### config.mk
export PLATFORM = sky130hd
export DESIGN_NAME = sensor_transaction_crc8_checker_core_flat
export DESIGN_NICKNAME = d
export VERILOG_FILES = /design/src/hw/rtl/stc8_pkg.sv /design/src/hw/rtl/stc8_if.sv /design/src/hw/rtl/sensor_transaction_crc8_checker_core.sv /design/src/hw/rtl/stc8_update.sv /design/src/flat_wrapper.sv
export SDC_FILE = /design/constraint.sdc
export NUM_CORES = 1
export LEC_CHECK = 0
export ABC_AREA = 1
export BUFFER_PORTS_ARGS = -buffer_cell sky130_fd_sc_hd__buf_4
export CAP_MARGIN = 20
export CORE_MARGIN = 2
export CORE_UTILIZATION = 61
export CTS_BUF_LIST = sky130_fd_sc_hd__clkbuf_2 sky130_fd_sc_hd__clkbuf_4 sky130_fd_sc_hd__clkbuf_8
export DETAILED_ROUTE_END_ITERATION = 10
export HOLD_SLACK_MARGIN = 0.03
export PLACE_DENSITY = 0.86
export SLEW_MARGIN = 10
export SYNTH_ARGS = -nofsm -noshare
export SYNTH_HDL_FRONTEND = slang
export SYNTH_SLANG_ARGS = --single-unit
### constraint.sdc
create_clock -name clk -period 4.75 [get_ports clk]
set_input_delay 0.95 -clock clk [delete_from_list [all_inputs] [get_ports clk]]
set_output_delay 0.95 -clock clk [all_outputs]
set_load 0.02 [all_outputs]
### src/hw/rtl/stc8_pkg.sv
// Shared types, constants and CRC helpers for the sensor transaction CRC-8 checker.
// No dependencies; used by the interfaces, the update logic and the top level.
package stc8_pkg;

    localparam logic [7:0] CRC_POLY   = 8'h31;
    localparam logic [7:0] LOW_NIBBLE = 8'h0F;
    localparam logic [7:0] TOP_BIT    = 8'h80;

    localparam logic [7:0] WR_OPCODE_RESET = 8'd6;
    localparam logic [7:0] RD_OPCODE_RESET = 8'd7;

    localparam int CMD_W   = 2;
    localparam int BYTE_W  = 8;
    localparam int COUNT_W = 2;
    localparam int DATA_W  = 32;
    localparam int ADDR_W  = 3;

    // Register indexes, taken from paddr[2]
    localparam logic REG_WR_OPCODE = 1'b0;
    localparam logic REG_RD_OPCODE = 1'b1;

    typedef enum logic [CMD_W-1:0] {
        CMD_START    = 2'd0,
        CMD_SENT     = 2'd1,
        CMD_RECEIVED = 2'd2,
        CMD_CHECKSUM = 2'd3
    } cmd_t;

    localparam logic [COUNT_W-1:0] COUNT_MAX = '1;

    typedef struct packed {
        logic [BYTE_W-1:0]  crc;
        logic [BYTE_W-1:0]  status_copy;
        logic [COUNT_W-1:0] sent_count;
        logic [BYTE_W-1:0]  first_opcode;
        logic               acks_good;
        logic [BYTE_W-1:0]  last_received;
    } track_state_t;

    typedef struct packed {
        logic [BYTE_W-1:0] crc_now;
        logic              checksum_ok;
        logic [BYTE_W-1:0] status_now;
        logic              status_updated;
    } result_t;

    function automatic logic [BYTE_W-1:0] bit_reverse(input logic [BYTE_W-1:0] v);
        logic [BYTE_W-1:0] r;
        for (int i = 0; i < BYTE_W; i++)
        begin
            r[i] = v[BYTE_W-1-i];
        end
        return r;
    endfunction

    // MSB-first fold of one byte, no reflection, no final XOR
    function automatic logic [BYTE_W-1:0] crc_fold(input logic [BYTE_W-1:0] crc,
                                                   input logic [BYTE_W-1:0] data);
        logic [BYTE_W-1:0] c;
        c = crc ^ data;
        for (int i = 0; i < BYTE_W; i++)
        begin
            if ((c & TOP_BIT) != '0)
                c = {c[BYTE_W-2:0], 1'b0} ^ CRC_POLY;
            else
                c = {c[BYTE_W-2:0], 1'b0};
        end
        return c;
    endfunction

endpackage

### src/hw/rtl/stc8_if.sv
// Valid/ready channel interfaces for transaction words and result words.
// Depends on stc8_pkg for field widths.
interface stc8_in_if;
    logic                           valid;
    logic                           ready;
    logic [stc8_pkg::CMD_W-1:0]     command;
    logic [stc8_pkg::BYTE_W-1:0]    data_byte;
    logic                           acked;

    modport source (output valid, output command, output data_byte, output acked,
                    input ready);
    modport sink   (input valid, input command, input data_byte, input acked,
                    output ready);
endinterface

interface stc8_out_if;
    logic                           valid;
    logic                           ready;
    logic [stc8_pkg::BYTE_W-1:0]    crc_now;
    logic                           checksum_ok;
    logic [stc8_pkg::BYTE_W-1:0]    status_now;
    logic                           status_updated;

    modport source (output valid, output crc_now, output checksum_ok,
                    output status_now, output status_updated, input ready);
    modport sink   (input valid, input crc_now, input checksum_ok,
                    input status_now, input status_updated, output ready);
endinterface

### src/hw/rtl/sensor_transaction_crc8_checker_core.sv
// Sensor transaction CRC-8 checker, top level.
// An accepted word is held in the input register, and its result word in the result register.
// Throughput: one word per cycle unless chk stalls; the tracking state updates in the same cycle as the result.
// Reset: rst_n asynchronous, active low; clears tracking state but sets acks_good, clears pipeline valids, and loads
// the opcode registers with 6 (status write) and 7 (status read).
// Depends on stc8_pkg, stc8_if (stc8_in_if, stc8_out_if) and stc8_update.
module sensor_transaction_crc8_checker_core (
    input  logic                            clk,
    input  logic                            rst_n,
    stc8_in_if.sink                         txn,
    stc8_out_if.source                      chk,
    input  logic                            psel,
    input  logic                            penable,
    input  logic                            pwrite,
    input  logic [stc8_pkg::ADDR_W-1:0]     paddr,
    input  logic [stc8_pkg::DATA_W-1:0]     pwdata,
    output logic [stc8_pkg::DATA_W-1:0]     prdata,
    output logic                            pready
);

    logic [stc8_pkg::BYTE_W-1:0] wr_opcode_reg;
    logic [stc8_pkg::BYTE_W-1:0] rd_opcode_reg;

    logic                        in_valid_reg;
    logic [stc8_pkg::CMD_W-1:0]  cmd_reg;
    logic [stc8_pkg::BYTE_W-1:0] byte_reg;
    logic                        ack_reg;

    stc8_pkg::track_state_t      state_reg;
    stc8_pkg::track_state_t      state_next;
    stc8_pkg::result_t           res_next;

    logic                        out_valid_reg;
    stc8_pkg::result_t           res_reg;

    logic                        out_free;
    logic                        advance;
    logic                        cfg_write;

    assign pready    = 1'b1;
    assign cfg_write = psel && penable && pwrite && pready;

    always_comb
    begin
        prdata = '0;
        unique case (paddr[2])
            stc8_pkg::REG_WR_OPCODE: prdata[stc8_pkg::BYTE_W-1:0] = wr_opcode_reg;
            stc8_pkg::REG_RD_OPCODE: prdata[stc8_pkg::BYTE_W-1:0] = rd_opcode_reg;
            default:                 prdata = '0;
        endcase
    end

    always_ff @(posedge clk or negedge rst_n)
    begin
        if (!rst_n)
        begin
            wr_opcode_reg <= stc8_pkg::WR_OPCODE_RESET;
            rd_opcode_reg <= stc8_pkg::RD_OPCODE_RESET;
        end
        else if (cfg_write)
        begin
            if (paddr[2] == stc8_pkg::REG_WR_OPCODE)
                wr_opcode_reg <= pwdata[stc8_pkg::BYTE_W-1:0];
            else
                rd_opcode_reg <= pwdata[stc8_pkg::BYTE_W-1:0];
        end
    end

    // Result register is free when empty or being drained this cycle
    assign out_free  = !out_valid_reg || chk.ready;
    assign advance   = in_valid_reg && out_free;
    assign txn.ready = !in_valid_reg || out_free;

    always_ff @(posedge clk or negedge rst_n)
    begin
        if (!rst_n)
            in_valid_reg <= 1'b0;
        else if (txn.ready)
            in_valid_reg <= txn.valid;
    end

    always_ff @(posedge clk)
    begin
        if (txn.ready && txn.valid)
        begin
            cmd_reg  <= txn.command;
            byte_reg <= txn.data_byte;
            ack_reg  <= txn.acked;
        end
    end

    stc8_update u_update (
        .cur       (state_reg),
        .command   (cmd_reg),
        .data_byte (byte_reg),
        .acked     (ack_reg),
        .wr_opcode (wr_opcode_reg),
        .rd_opcode (rd_opcode_reg),
        .nxt       (state_next),
        .res       (res_next)
    );

    always_ff @(posedge clk or negedge rst_n)
    begin
        if (!rst_n)
        begin
            state_reg               <= '{acks_good: 1'b1, default: '0};
            out_valid_reg           <= 1'b0;
        end
        else
        begin
            if (advance)
                state_reg <= state_next;
            if (out_free)
                out_valid_reg <= in_valid_reg;
        end
    end

    always_ff @(posedge clk)
    begin
        if (advance)
            res_reg <= res_next;
    end

    assign chk.valid          = out_valid_reg;
    assign chk.crc_now        = res_reg.crc_now;
    assign chk.checksum_ok    = res_reg.checksum_ok;
    assign chk.status_now     = res_reg.status_now;
    assign chk.status_updated = res_reg.status_updated;

endmodule

### src/hw/rtl/stc8_update.sv
// Next-state and result logic for one transaction word.
// Depends on stc8_pkg for the state struct, command codes and CRC helpers.
module stc8_update (
    input  stc8_pkg::track_state_t          cur,
    input  logic [stc8_pkg::CMD_W-1:0]      command,
    input  logic [stc8_pkg::BYTE_W-1:0]     data_byte,
    input  logic                            acked,
    input  logic [stc8_pkg::BYTE_W-1:0]     wr_opcode,
    input  logic [stc8_pkg::BYTE_W-1:0]     rd_opcode,
    output stc8_pkg::track_state_t          nxt,
    output stc8_pkg::result_t               res
);

    logic [stc8_pkg::BYTE_W-1:0] folded;
    logic [stc8_pkg::BYTE_W-1:0] seed;
    logic                        acks_next;
    logic                        match;
    logic                        updated;

    assign folded    = stc8_pkg::crc_fold(cur.crc, data_byte);
    assign seed      = stc8_pkg::bit_reverse(cur.status_copy & stc8_pkg::LOW_NIBBLE);
    assign acks_next = cur.acks_good & acked;
    assign match     = (stc8_pkg::bit_reverse(data_byte) == cur.crc);

    always_comb
    begin
        nxt     = cur;
        updated = 1'b0;
        case (stc8_pkg::cmd_t'(command))
            stc8_pkg::CMD_START:
            begin
                nxt.crc           = seed;
                nxt.sent_count    = '0;
                nxt.acks_good     = 1'b1;
                nxt.first_opcode  = '0;
                nxt.last_received = '0;
            end
            stc8_pkg::CMD_SENT:
            begin
                nxt.crc       = folded;
                nxt.acks_good = acks_next;
                if (cur.sent_count == '0)
                    nxt.first_opcode = data_byte;
                else if (cur.sent_count == stc8_pkg::COUNT_W'(1)
                         && cur.first_opcode == wr_opcode && acks_next)
                begin
                    nxt.status_copy = data_byte;
                    updated         = 1'b1;
                end
                // saturate
                if (cur.sent_count != stc8_pkg::COUNT_MAX)
                    nxt.sent_count = cur.sent_count + stc8_pkg::COUNT_W'(1);
            end
            stc8_pkg::CMD_RECEIVED:
            begin
                nxt.crc           = folded;
                nxt.last_received = data_byte;
            end
            default:
            begin
                if (match && cur.sent_count == stc8_pkg::COUNT_W'(1)
                    && cur.first_opcode == rd_opcode)
                begin
                    nxt.status_copy = cur.last_received;
                    updated         = 1'b1;
                end
            end
        endcase
    end

    always_comb
    begin
        res.crc_now        = nxt.crc;
        res.checksum_ok    = (stc8_pkg::cmd_t'(command) == stc8_pkg::CMD_CHECKSUM) && match;
        res.status_now     = nxt.status_copy;
        res.status_updated = updated;
    end

endmodule

### src/flat_wrapper.sv
// flat-port wrapper written by rule: the top's interface ports become plain ports
module sensor_transaction_crc8_checker_core_flat 
  (clk, rst_n, psel, penable, pwrite, paddr, pwdata, prdata, pready, txn_valid, txn_command, txn_data_byte, txn_acked, txn_ready, chk_valid, chk_crc_now, chk_checksum_ok, chk_status_now, chk_status_updated, chk_ready);
  stc8_in_if txn_i ();
  stc8_out_if chk_i ();
  input  logic clk;
  input  logic rst_n;
  input  logic psel;
  input  logic penable;
  input  logic pwrite;
  input  logic [stc8_pkg::ADDR_W-1:0] paddr;
  input  logic [stc8_pkg::DATA_W-1:0] pwdata;
  output logic [stc8_pkg::DATA_W-1:0] prdata;
  output logic pready;
  input wire logic [$bits(txn_i.valid)-1:0] txn_valid;
  input wire logic [$bits(txn_i.command)-1:0] txn_command;
  input wire logic [$bits(txn_i.data_byte)-1:0] txn_data_byte;
  input wire logic [$bits(txn_i.acked)-1:0] txn_acked;
  output wire logic [$bits(txn_i.ready)-1:0] txn_ready;
  output wire logic [$bits(chk_i.valid)-1:0] chk_valid;
  output wire logic [$bits(chk_i.crc_now)-1:0] chk_crc_now;
  output wire logic [$bits(chk_i.checksum_ok)-1:0] chk_checksum_ok;
  output wire logic [$bits(chk_i.status_now)-1:0] chk_status_now;
  output wire logic [$bits(chk_i.status_updated)-1:0] chk_status_updated;
  input wire logic [$bits(chk_i.ready)-1:0] chk_ready;
  assign txn_i.valid = txn_valid;
  assign txn_i.command = txn_command;
  assign txn_i.data_byte = txn_data_byte;
  assign txn_i.acked = txn_acked;
  assign txn_ready = txn_i.ready;
  assign chk_valid = chk_i.valid;
  assign chk_crc_now = chk_i.crc_now;
  assign chk_checksum_ok = chk_i.checksum_ok;
  assign chk_status_now = chk_i.status_now;
  assign chk_status_updated = chk_i.status_updated;
  assign chk_i.ready = chk_ready;
  sensor_transaction_crc8_checker_core u_core (.clk(clk), .rst_n(rst_n), .txn(txn_i), .chk(chk_i), .psel(psel), .penable(penable), .pwrite(pwrite), .paddr(paddr), .pwdata(pwdata), .prdata(prdata), .pready(pready));
endmodule
* After elaboration in Yosys (flattened, before gate mapping)
Index checks and enable logic that the tools add are counted.
** Storage, ports and cells
- Bits in latches :: 0
- Logic and storage cells :: 86
- Memory bits (read-only) :: 0
- RAM bits :: 0
- Register bits :: 82
- Memories kept :: 0
** Cells by class
- $lt $le $gt $ge :: 0
- Bitwise operators :: 11
- Multipliers :: 0
- $add $sub $neg :: 1
- Shift-type cells :: 0
- Reductions and logical operators :: 25
- Divide/modulo/power cells :: 0
- Eq/ne operators :: 10
- Mux-type cells :: 22
** Operators by type and width (count)
- 8-bit case mux with 2 select lines :: 4
- 6-bit two-way mux :: 8
- 8-bit two-way mux :: 4
- 8-bit == test :: 3
- 3-bit NOT :: 8
- 11-bit case mux with 2 select lines :: 1
- 1-bit logical AND :: 9
- 2-bit AND reduction :: 4
- 8-bit bitwise XOR :: 1
- 2-bit != test (second input constant) :: 3
- 3-bit AND reduction :: 2
- 2-bit by 1-bit == test with 1-bit output (second input constant) :: 2
- 2-bit == test (second input constant) :: 2
- 2-bit logical NOT :: 2
- 2-bit nonzero test :: 2
- 2-bit OR reduction :: 2
- 1-bit two-way mux :: 3
- 2-bit by 1-bit adder with 2-bit output (second input constant) :: 1
- 1-bit logical NOT :: 2
- 1-bit logical OR :: 2
- 2-bit two-way mux :: 1
- 1-bit case mux with 2 select lines :: 1
- 1-bit bitwise AND :: 1
- 1-bit NOT :: 1

* Logic depth before layout (Yosys ltp)
Gate-level depths: netlist (run 1).
- Depth in word-level cells :: 18
- Gate-level depth with buffers :: 13
- Depth with buffers taken out :: 13

* Modules after synthesis
Synthesis (run 1) repeated with hierarchy kept, for this count alone.
** Second synthesis, totals
- Cells, all modules :: 671
- Area total of the unflattened synthesis :: 5079.9 um^2
** Modules (own cells, without submodules)
- sensor_transaction_crc8_checker_core :: instances 1, area an instance 3229.3 um^2, cells an instance 312, seq. area each 2204.6 um^2
- stc8_update :: instances 1, area an instance 1850.5 um^2, cells an instance 359, seq. area each 0.0 um^2

* Least setup slack after synthesis (run 1)
OpenSTA, ideal clock, no wires.
- Path kind :: in2out
- From :: input port paddr[2] (netlist bit)
- To :: output port prdata[1] (netlist bit)
- Data arrival time :: 1.631 ns
- Path slack :: 2.169 ns
- Stages :: 2
- Buffers on the path :: 1
- Path through :: clkbuf_1 o21ai_0
** Between the ends
- Word-level cells in the longest chain between the ends :: 2
** Ends and longest elaborated chain
- start, declared :: line flat_wrapper.sv:11 : input logic [stc8_pkg::ADDR_W-1:0] paddr;
- 1-bit NOT (no line)
- 8-bit case mux with 2 select lines * :: line sensor_transaction_crc8_checker_core.sv:46 : unique case (paddr[2])
- end, declared :: line flat_wrapper.sv:13 : output logic [stc8_pkg::DATA_W-1:0] prdata;
Mark *: on every way between the ends. The rest lies on a longest branch, timed or not.

* Final worst setup path (run 1)
- From :: input port paddr[2] (netlist bit)
- To :: output port prdata[0] (netlist bit)
Same word-level chain as after synthesis.

==> results.md, run 1 <==
- Core area: about 0.0073 mm^2
- CP Capture Type: output pin
- Cells after Synth: between 500 and 600
- NumNets Final: slightly below 700
- Initial antenna violation count: 0
- Final min period: roughly 2.5 ns
- Post_cts resized: 0
- Crit path DAT: 1.59 ns
- Flops & latches, synth: 82
- First-pass GRT wire length: between 15 and 20 mm
- H-tree depth: 3
- Sinks on the clock net: 82
- Fin util: a little under three quarters
- Number of max-slew violations in the final report: 0
- I/O Pins: roughly 110
- Mapped Area: 0.004644 mm^2
- Starting density of the core: a little under two thirds
- DR DRC count: 0
- Setup ws final: around 2.2 ns
- Setup crit end: prdata[0]
- Mean Syn Cell Area: 8.120 um^2
- Slew @ Worst Pin: a little under 0.8 ns
- Grt total ovfl: 0
- Routed Antenna Nets: 0
- Hpwl dp: 7.114 mm
- Clock Skew: around 0.0072 ns
- Pwr Density: 498.2 mW/mm^2
- Number of global-route vias before repair: about 3600
- Synth Flop Type: dfrtp_1
- Hold path cells: 2
- Reg2Reg Setup Slack: about 2.4 ns
- Clock Tree Root: clkbuf_8
- P&R area growth vs syn: 12.31%
- WP data required: about 3.8 ns
- Clock buffer depth: 2
- Row count: 31
- CTS clk-pin slew, worst paths: around 0.080 ns
- Hold crit path type: reg -> reg
- Register area share after synthesis: 47.47%
- Lkg Pwr: ~2.6 nW
- Setup Buffers After CTS: 0
- Number of flops mapped to enable cells by yosys: 29
- DR vias: about 3900
- Vias per std cell: around 5.4
- Max reg flops: 35
- Diode count: 0
- Synth warn: 0
- R2R cell count: 6
- Initial drt markers: roughly 350
- Pre-CTS setup slack: ~2 ns
- Tightest hold margin: about 0.51 ns
- Status: finished clean
- Maximum vdd drop: just under 400 uV
- Reg-to-reg critical path startpoint: u_core.cmd_reg[1]
- Drt pass-1 iters: 7
- R2R Path End: u_core.state_reg[10]
- Tot Pwr: around 2.6 mW
- Routed Wire Length: between 10 and 15 mm
- RSZ-0062 raised after global routing: false
- Routed length per instance: 13.84 um
- Fraction of registers with async set/reset: about 65%
- Gr usage total: between 20 and 30%
- TritonCTS clock tree: yes
- Clock Latency Late Sink: 0.35 ns
- Hold-fix buffers at CTS: 0
- Largest net degree at the start of global routing: 54
- Gp weighted congestion: 0.9255
- Relative slew margins: between 40% and 50%
- Num CTS Buffers: 9
- Number of buffers added on ports: 54
- Maxcap violations: 0
- CP startpoint: paddr[2]
- Die area: 0.008327 mm^2
- Die Y: roughly 91 um
- Fin. Hold Viols: 0
- Synth cell types: between 40 and 50
- Crit Path Class: in -> out
- Startpoint Class: input pin
- Die extent in x: 91.26 um
- Setup Viol. Count Final: 0
- Share of post-route cells with drive strength above 1: between 10% and 20%
- Final period util: a little over half
- Total negative slack: 0 ns
- Worst-path fanout max: 13
- Fmax achieved: 393.3 MHz
-- layout make-up --
cell class	count	area [um^2]
clock buffer	10	131.4
multi-input combinational	414	2041
timing repair buffer	55	412.9
tap	99	123.9
clock inverter	6	81.33
fill	531	2115
inverter	59	221.5
sequential	82	2205
-- routing by layer --
layer / global-route usage, % / wire, um
met3: 3.320 / 716
met2: 39.75 / 4768
met5: 0 / 0
met1: 35.34 / 4326
met4: 10.61 / 224
-- cells by family after synthesis --
family / synth area share, %
other: 0.1617
AND/OR/NAND/NOR: 27.34
AO/OA/AOI/OAI: 8.836
adder cells (fa/ha/maj): 2.155
buffers and inverters: 10.45
flip-flops: 47.47
XOR/XNOR: 3.583
-- Yosys cell counts (8+ instances only) --
master	count	area, um^2
edfxtp_1	29	870.8
buf_4	25	187.7
o21ai_0	39	195.2
ha_1	8	100.1
nand3_1	56	280.3
xnor2_1	14	122.6
inv_1	48	180.2
clkbuf_1	8	30.03
nand4_1	13	81.33
and2_1	8	50.05
o21ai_1	17	85.08
nand2_1	183	686.9
dfrtp_1	47	1176
nor2_1	17	63.81
inv_2	11	41.29
-- worst min path at each step --
stage | startpoint | end | slack (ns)
after global routing | u_core.state_reg[8] | u_core.state_reg[8] | 0.53
final | u_core.wr_opcode_reg[2] | u_core.wr_opcode_reg[2] | 0.51
after global placement | u_core.state_reg[8] | u_core.state_reg[8] | 0.48
after floorplan | u_core.state_reg[0] | u_core.state_reg[0] | 0.47
after detailed placement | u_core.state_reg[1] | u_core.state_reg[1] | 0.49
after CTS | u_core.state_reg[1] | u_core.state_reg[1] | 0.51
-- worst max-delay path, cell delays in order --
cell and delay [ns]:
buf_4 0.15, inv_1 0.17, nand2_1 0.07, o21ai_0 0.08, buf_4 0.17
-- layout by cell type (no fill, tap or decap), types with 2 or more instances in the layout --
cell and count:
xnor2_1 14, nand2_1 183, o21ai_0 39, dfstp_2 6, nand3_1 56, o22ai_1 2, conb_1 25, ha_1 8
a21boi_1 2, clkinv_2 2, buf_4 55, edfxtp_1 29, nor2_1 17, o22ai_2 2, a22oi_2 2, xor2_1 5
and2_1 8, inv_1 48, a21oi_1 6, o21ai_1 17, bufinv_16 2, clkbuf_8 9, nand4_1 13, inv_2 11
dfrtp_1 47, nand4_2 2
-- power by group --
group | internal [mW] | switching [mW] | leakage [nW]
Sequential | 0.930 | 0.147 | 0.950
Combinational | 0.360 | 0.613 | 1.50
Clock | 0.298 | 0.249 | 0.107
-- metrics by stage --
step,cells,instance area [um^2]
3_3_place_gp,709,5004
4_1_cts,725,5216
2_1_floorplan,595,4731
6_report,725,5216
5_1_grt,725,5216
3_5_place_dp,709,5004
Power figures use the tool's default switching activity.
==> inputs of run 2 (changes only) <==
--- a/config.mk
+++ b/config.mk
@@ -5,15 +5,15 @@
 export SDC_FILE = /design/constraint.sdc
 export NUM_CORES = 1
 export LEC_CHECK = 0
-export ABC_AREA = 1
+export ABC_AREA = 0
 export BUFFER_PORTS_ARGS = -buffer_cell sky130_fd_sc_hd__buf_4
 export CAP_MARGIN = 20
 export CORE_MARGIN = 2
-export CORE_UTILIZATION = 61
+export CORE_UTILIZATION = 56
 export CTS_BUF_LIST = sky130_fd_sc_hd__clkbuf_2 sky130_fd_sc_hd__clkbuf_4 sky130_fd_sc_hd__clkbuf_8
 export DETAILED_ROUTE_END_ITERATION = 10
 export HOLD_SLACK_MARGIN = 0.03
-export PLACE_DENSITY = 0.86
+export PLACE_DENSITY = 0.8
 export SLEW_MARGIN = 10
 export SYNTH_ARGS = -nofsm -noshare
 export SYNTH_HDL_FRONTEND = slang
==> constraint.sdc (replaced) <==
create_clock -name clk -period 2.6 [get_ports clk]
set_input_delay 0.52 -clock clk [delete_from_list [all_inputs] [get_ports clk]]
set_output_delay 0.52 -clock clk [all_outputs]
set_load 0.02 [all_outputs]
==> results.md, run 2 <==
- Status: finished clean
- Fraction of registers with async set/reset: 64.63% (unchanged)
- Clock Latency Late Sink: 0.36 ns (about the same)
- Commonest non-fill, non-tap cells in the layout: 64 x buf_4, 47 x dfrtp_1, 40 x nand2_1
- Share of post-route cells with drive strength above 1: 27.74% (+12 points)
- Sinks on the clock net: 82 (unchanged)
- P&R area growth vs syn: 12.95%
- Diode count: 0 (unchanged)
- Worst path max stage delay: 0.45 ns (+0.28 ns)
- Die area: 0.008793 mm^2 (+5.6%)
- Die Y: 93.77 um (+2.8%)
- Gp weighted congestion: 0.8954 (-3.3%)
- Synth cell types: 51 (+24%)
- Commonest non-fill, non-tap cell in the layout: buf_4
- Number of global-route vias before repair: 3087 (-13%)
- Initial antenna violation count: 0 (unchanged)
- Max reg flops: 35 (unchanged)
- WP data required: 2.71 ns (-1.09 ns)
- Gr usage total: 23.39% (-1.8 points)
- Num CTS Buffers: 9 (unchanged)
- Crit Path Class: reg -> reg
- Routed Wire Length: 9.640 mm (-3.9%)
- Startpoint Class: register
- Maxcap violations: 0 (unchanged)
- CP Capture Type: register
- Routed Antenna Nets: 0 (unchanged)
- Post_cts resized: 0 (unchanged)
- Register area share after synthesis: 48.85% (+1.4 points)
- Crit path DAT: 2.48 ns (+0.89 ns)
- Post-route insts no fill: 567 (-22%)
- Hold crit path type: in -> async
- Drt pass-1 iters: 5 (-2)
- Number of max-slew violations in the final report: 0 (unchanged)
- CP cell instances: inv_1 > ha_1 > and4b_1 > nand4_1 > or2_2 > o21ai_0 > nor2_1 > a21o_1
- First-pass GRT wire length: 15.61 mm (-7.4%)
- Synth top area share: 26.06% (+0.74 points)
- Clock buffer depth: 2 (unchanged)
- Row count: 32 (+3.2%)
- Pwr Density: 860.3 mW/mm^2 (+73%)
- Lkg Pwr: 2.256 nW (-12%)
- CP max stage cell: dfrtp_1
- NumNets Final: 521 (-24%)
- Clock Tree Root: clkbuf_8
- Count leader, synth: dfrtp_1
- Synth warn: 0 (unchanged)
- Worst-path fanout max: 9 (-4)
- Reg-to-reg critical path startpoint: u_core.state_reg[17]
- Grt total ovfl: 0 (unchanged)
- Dominant cell type by area after synthesis: dfrtp_1
- Number of flops mapped to enable cells by yosys: 29 (unchanged)
- Vias per std cell: 5.647 (+4.2%)
- Setup Viol. Count Final: 0 (unchanged)
- CTS clk-pin slew, worst paths: 0.08 ns (about the same)
- Maximum vdd drop: 409.9 uV (+3.1%)
- Synth Flop Type: dfrtp_1
- Mean Syn Cell Area: 11.06 um^2 (+36%)
- CP startpoint: u_core.state_reg[17]
- RSZ-0062 raised after global routing: false
- Synth cell count leaders: 47 x dfrtp_1, 40 x nand2_1, 37 x xnor2_1
- Slew @ Worst Pin: 0.7189 ns (-0.05207 ns)
- Dpl cells: 551 (-22%)
- H-tree depth: 3 (unchanged)
- DR vias: 3202 (-18%)
- Initial drt markers: 301 (-13%)
- Largest net degree at the start of global routing: 54 (unchanged)
- Number of buffers added on ports: 54 (unchanged)
- Die extent in x: 93.77 um (+2.8%)
- I/O Pins: 106 (unchanged)
- Flops & latches, synth: 82 (unchanged)
- Synth area leaders: dfrtp_1 26%, edfxtp_1 19%, xnor2_1 7.2%
- Hold-fix buffers at CTS: 0 (unchanged)
- Final period util: between 90% and 100%
- Cells after Synth: 408 (-29%)
- Fmax achieved: around 420 MHz
- Hpwl dp: 6.757 mm (-5.0%)
- Routed length per instance: 17.00 um (+23%)
- Core area: 0.007767 mm^2 (+6.0%)
- Clock Skew: 0.01019 ns (+0.002982 ns)
- DR DRC count: 0 (unchanged)
- Relative slew margins: 51.75% (+3.2 points)
- Fin. Hold Viols: 0 (unchanged)
- Final min period: 2.370 ns
- Mapped Area: 0.004513 mm^2 (-2.8%)
- Setup Buffers After CTS: 0 (unchanged)
- TritonCTS clock tree: yes
- Starting density of the core: 58.10% (-5.3 points)
- Total negative slack: 0 ns (unchanged)
==> run 2: changes by cell type after synthesis, moves of 11 or more <==
cell	previous run	this run
nand2_1	183	40
nand3_1	56	2
inv_1	48	6
xnor2_1	14	37
o21ai_1	17	1
a22o_1	0	16
inv_2	11	0
a21oi_1	6	18
mux2_2	0	25
o21ai_0	39	24
==> run 2: worst paths after layout <==
kind	cells past startpoint	slack (ns)	endpoint
max in group asynchronous	1	1.93	u_core.state_reg[14]
min in group clk	1	0.33	u_core.byte_reg[2]
worst min-delay path	1	0.20	u_core.state_reg[17]
worst min register to register	1	0.54	u_core.state_reg[4]
worst max register to register	8	0.23	u_core.chk.status_now[6]
worst max-delay path	8	0.23	u_core.chk.status_now[6]
==> run 2: area by class of cell <==
| cell class | count | area (um^2) |
|---|---|---|
| fill | 636 | 2670 |
| clock buffer | 15 | 175.2 |
| tap | 102 | 127.6 |
| timing repair buffer | 64 | 480.5 |
| multi-input combinational | 296 | 2078 |
| inverter | 7 | 26.28 |
| clock inverter | 1 | 5.005 |
| sequential | 82 | 2205 |
==> run 2: where the power goes <==
| part | switching, mW | internal [mW] | leakage, nW |
|---|---|---|---|
| clock network | 0.428 | 0.426 | 0.0988 |
| registers | 0.258 | 1.63 | 0.951 |
| logic | 0.887 | 0.753 | 1.21 |
| total | 1.57 | 2.81 | 2.26 |
==> run 2: through the flow <==
stage / setup WS, ns / power (mW) / util (%) / hold WS [ns] / cell area [um^2]
after floorplan: 0.4343 / 3.115 / - / 0.2244 / 4599
after global placement: 0.2700 / 3.454 / 63.31 / 0.4935 / 4917
after detailed placement: 0.2637 / 3.536 / 63.31 / 0.5151 / 4917
after CTS: 0.2373 / 4.393 / 65.63 / 0.2288 / 5097
after global routing: 0.004071 / 4.647 / 65.63 / 0.2445 / 5097
final: 0.2299 / 4.385 / 65.63 / 0.1993 / 5097
==> run 2: metal layers <==
layer / wire length, um / up-vias / global-route usage, %
li1: - / 1486 / -
met1: 3888 / 1542 / 30.67
met2: 4756 / 151 / 37.62
met3: 718 / 23 / 5.056
met4: 276 / 0 / 10.02
met5: 0 / - / 0
==> run 2: critical path: cells and delay by family, from the launching register on <==
kind | cells | cell delay [ns]
AND/OR/NAND/NOR | 4 | 0.99
flip-flops | 1 | 0.45
AO/OA/AOI/OAI | 2 | 0.41
adder cells (fa/ha/maj) | 1 | 0.21
buffers and inverters | 1 | 0.07
==> run 2: kinds of logic after synthesis <==
group           Yosys count  share of synthesized area [%]
flops                    82                          48.85
buf+inv                  53                          7.014
other cells               2                         0.1664
fa+ha+maj                 8                          2.218
compound gates           84                          12.42
mux                      32                          7.790
simple gates            100                          12.42
xor+xnor                 47                          9.121
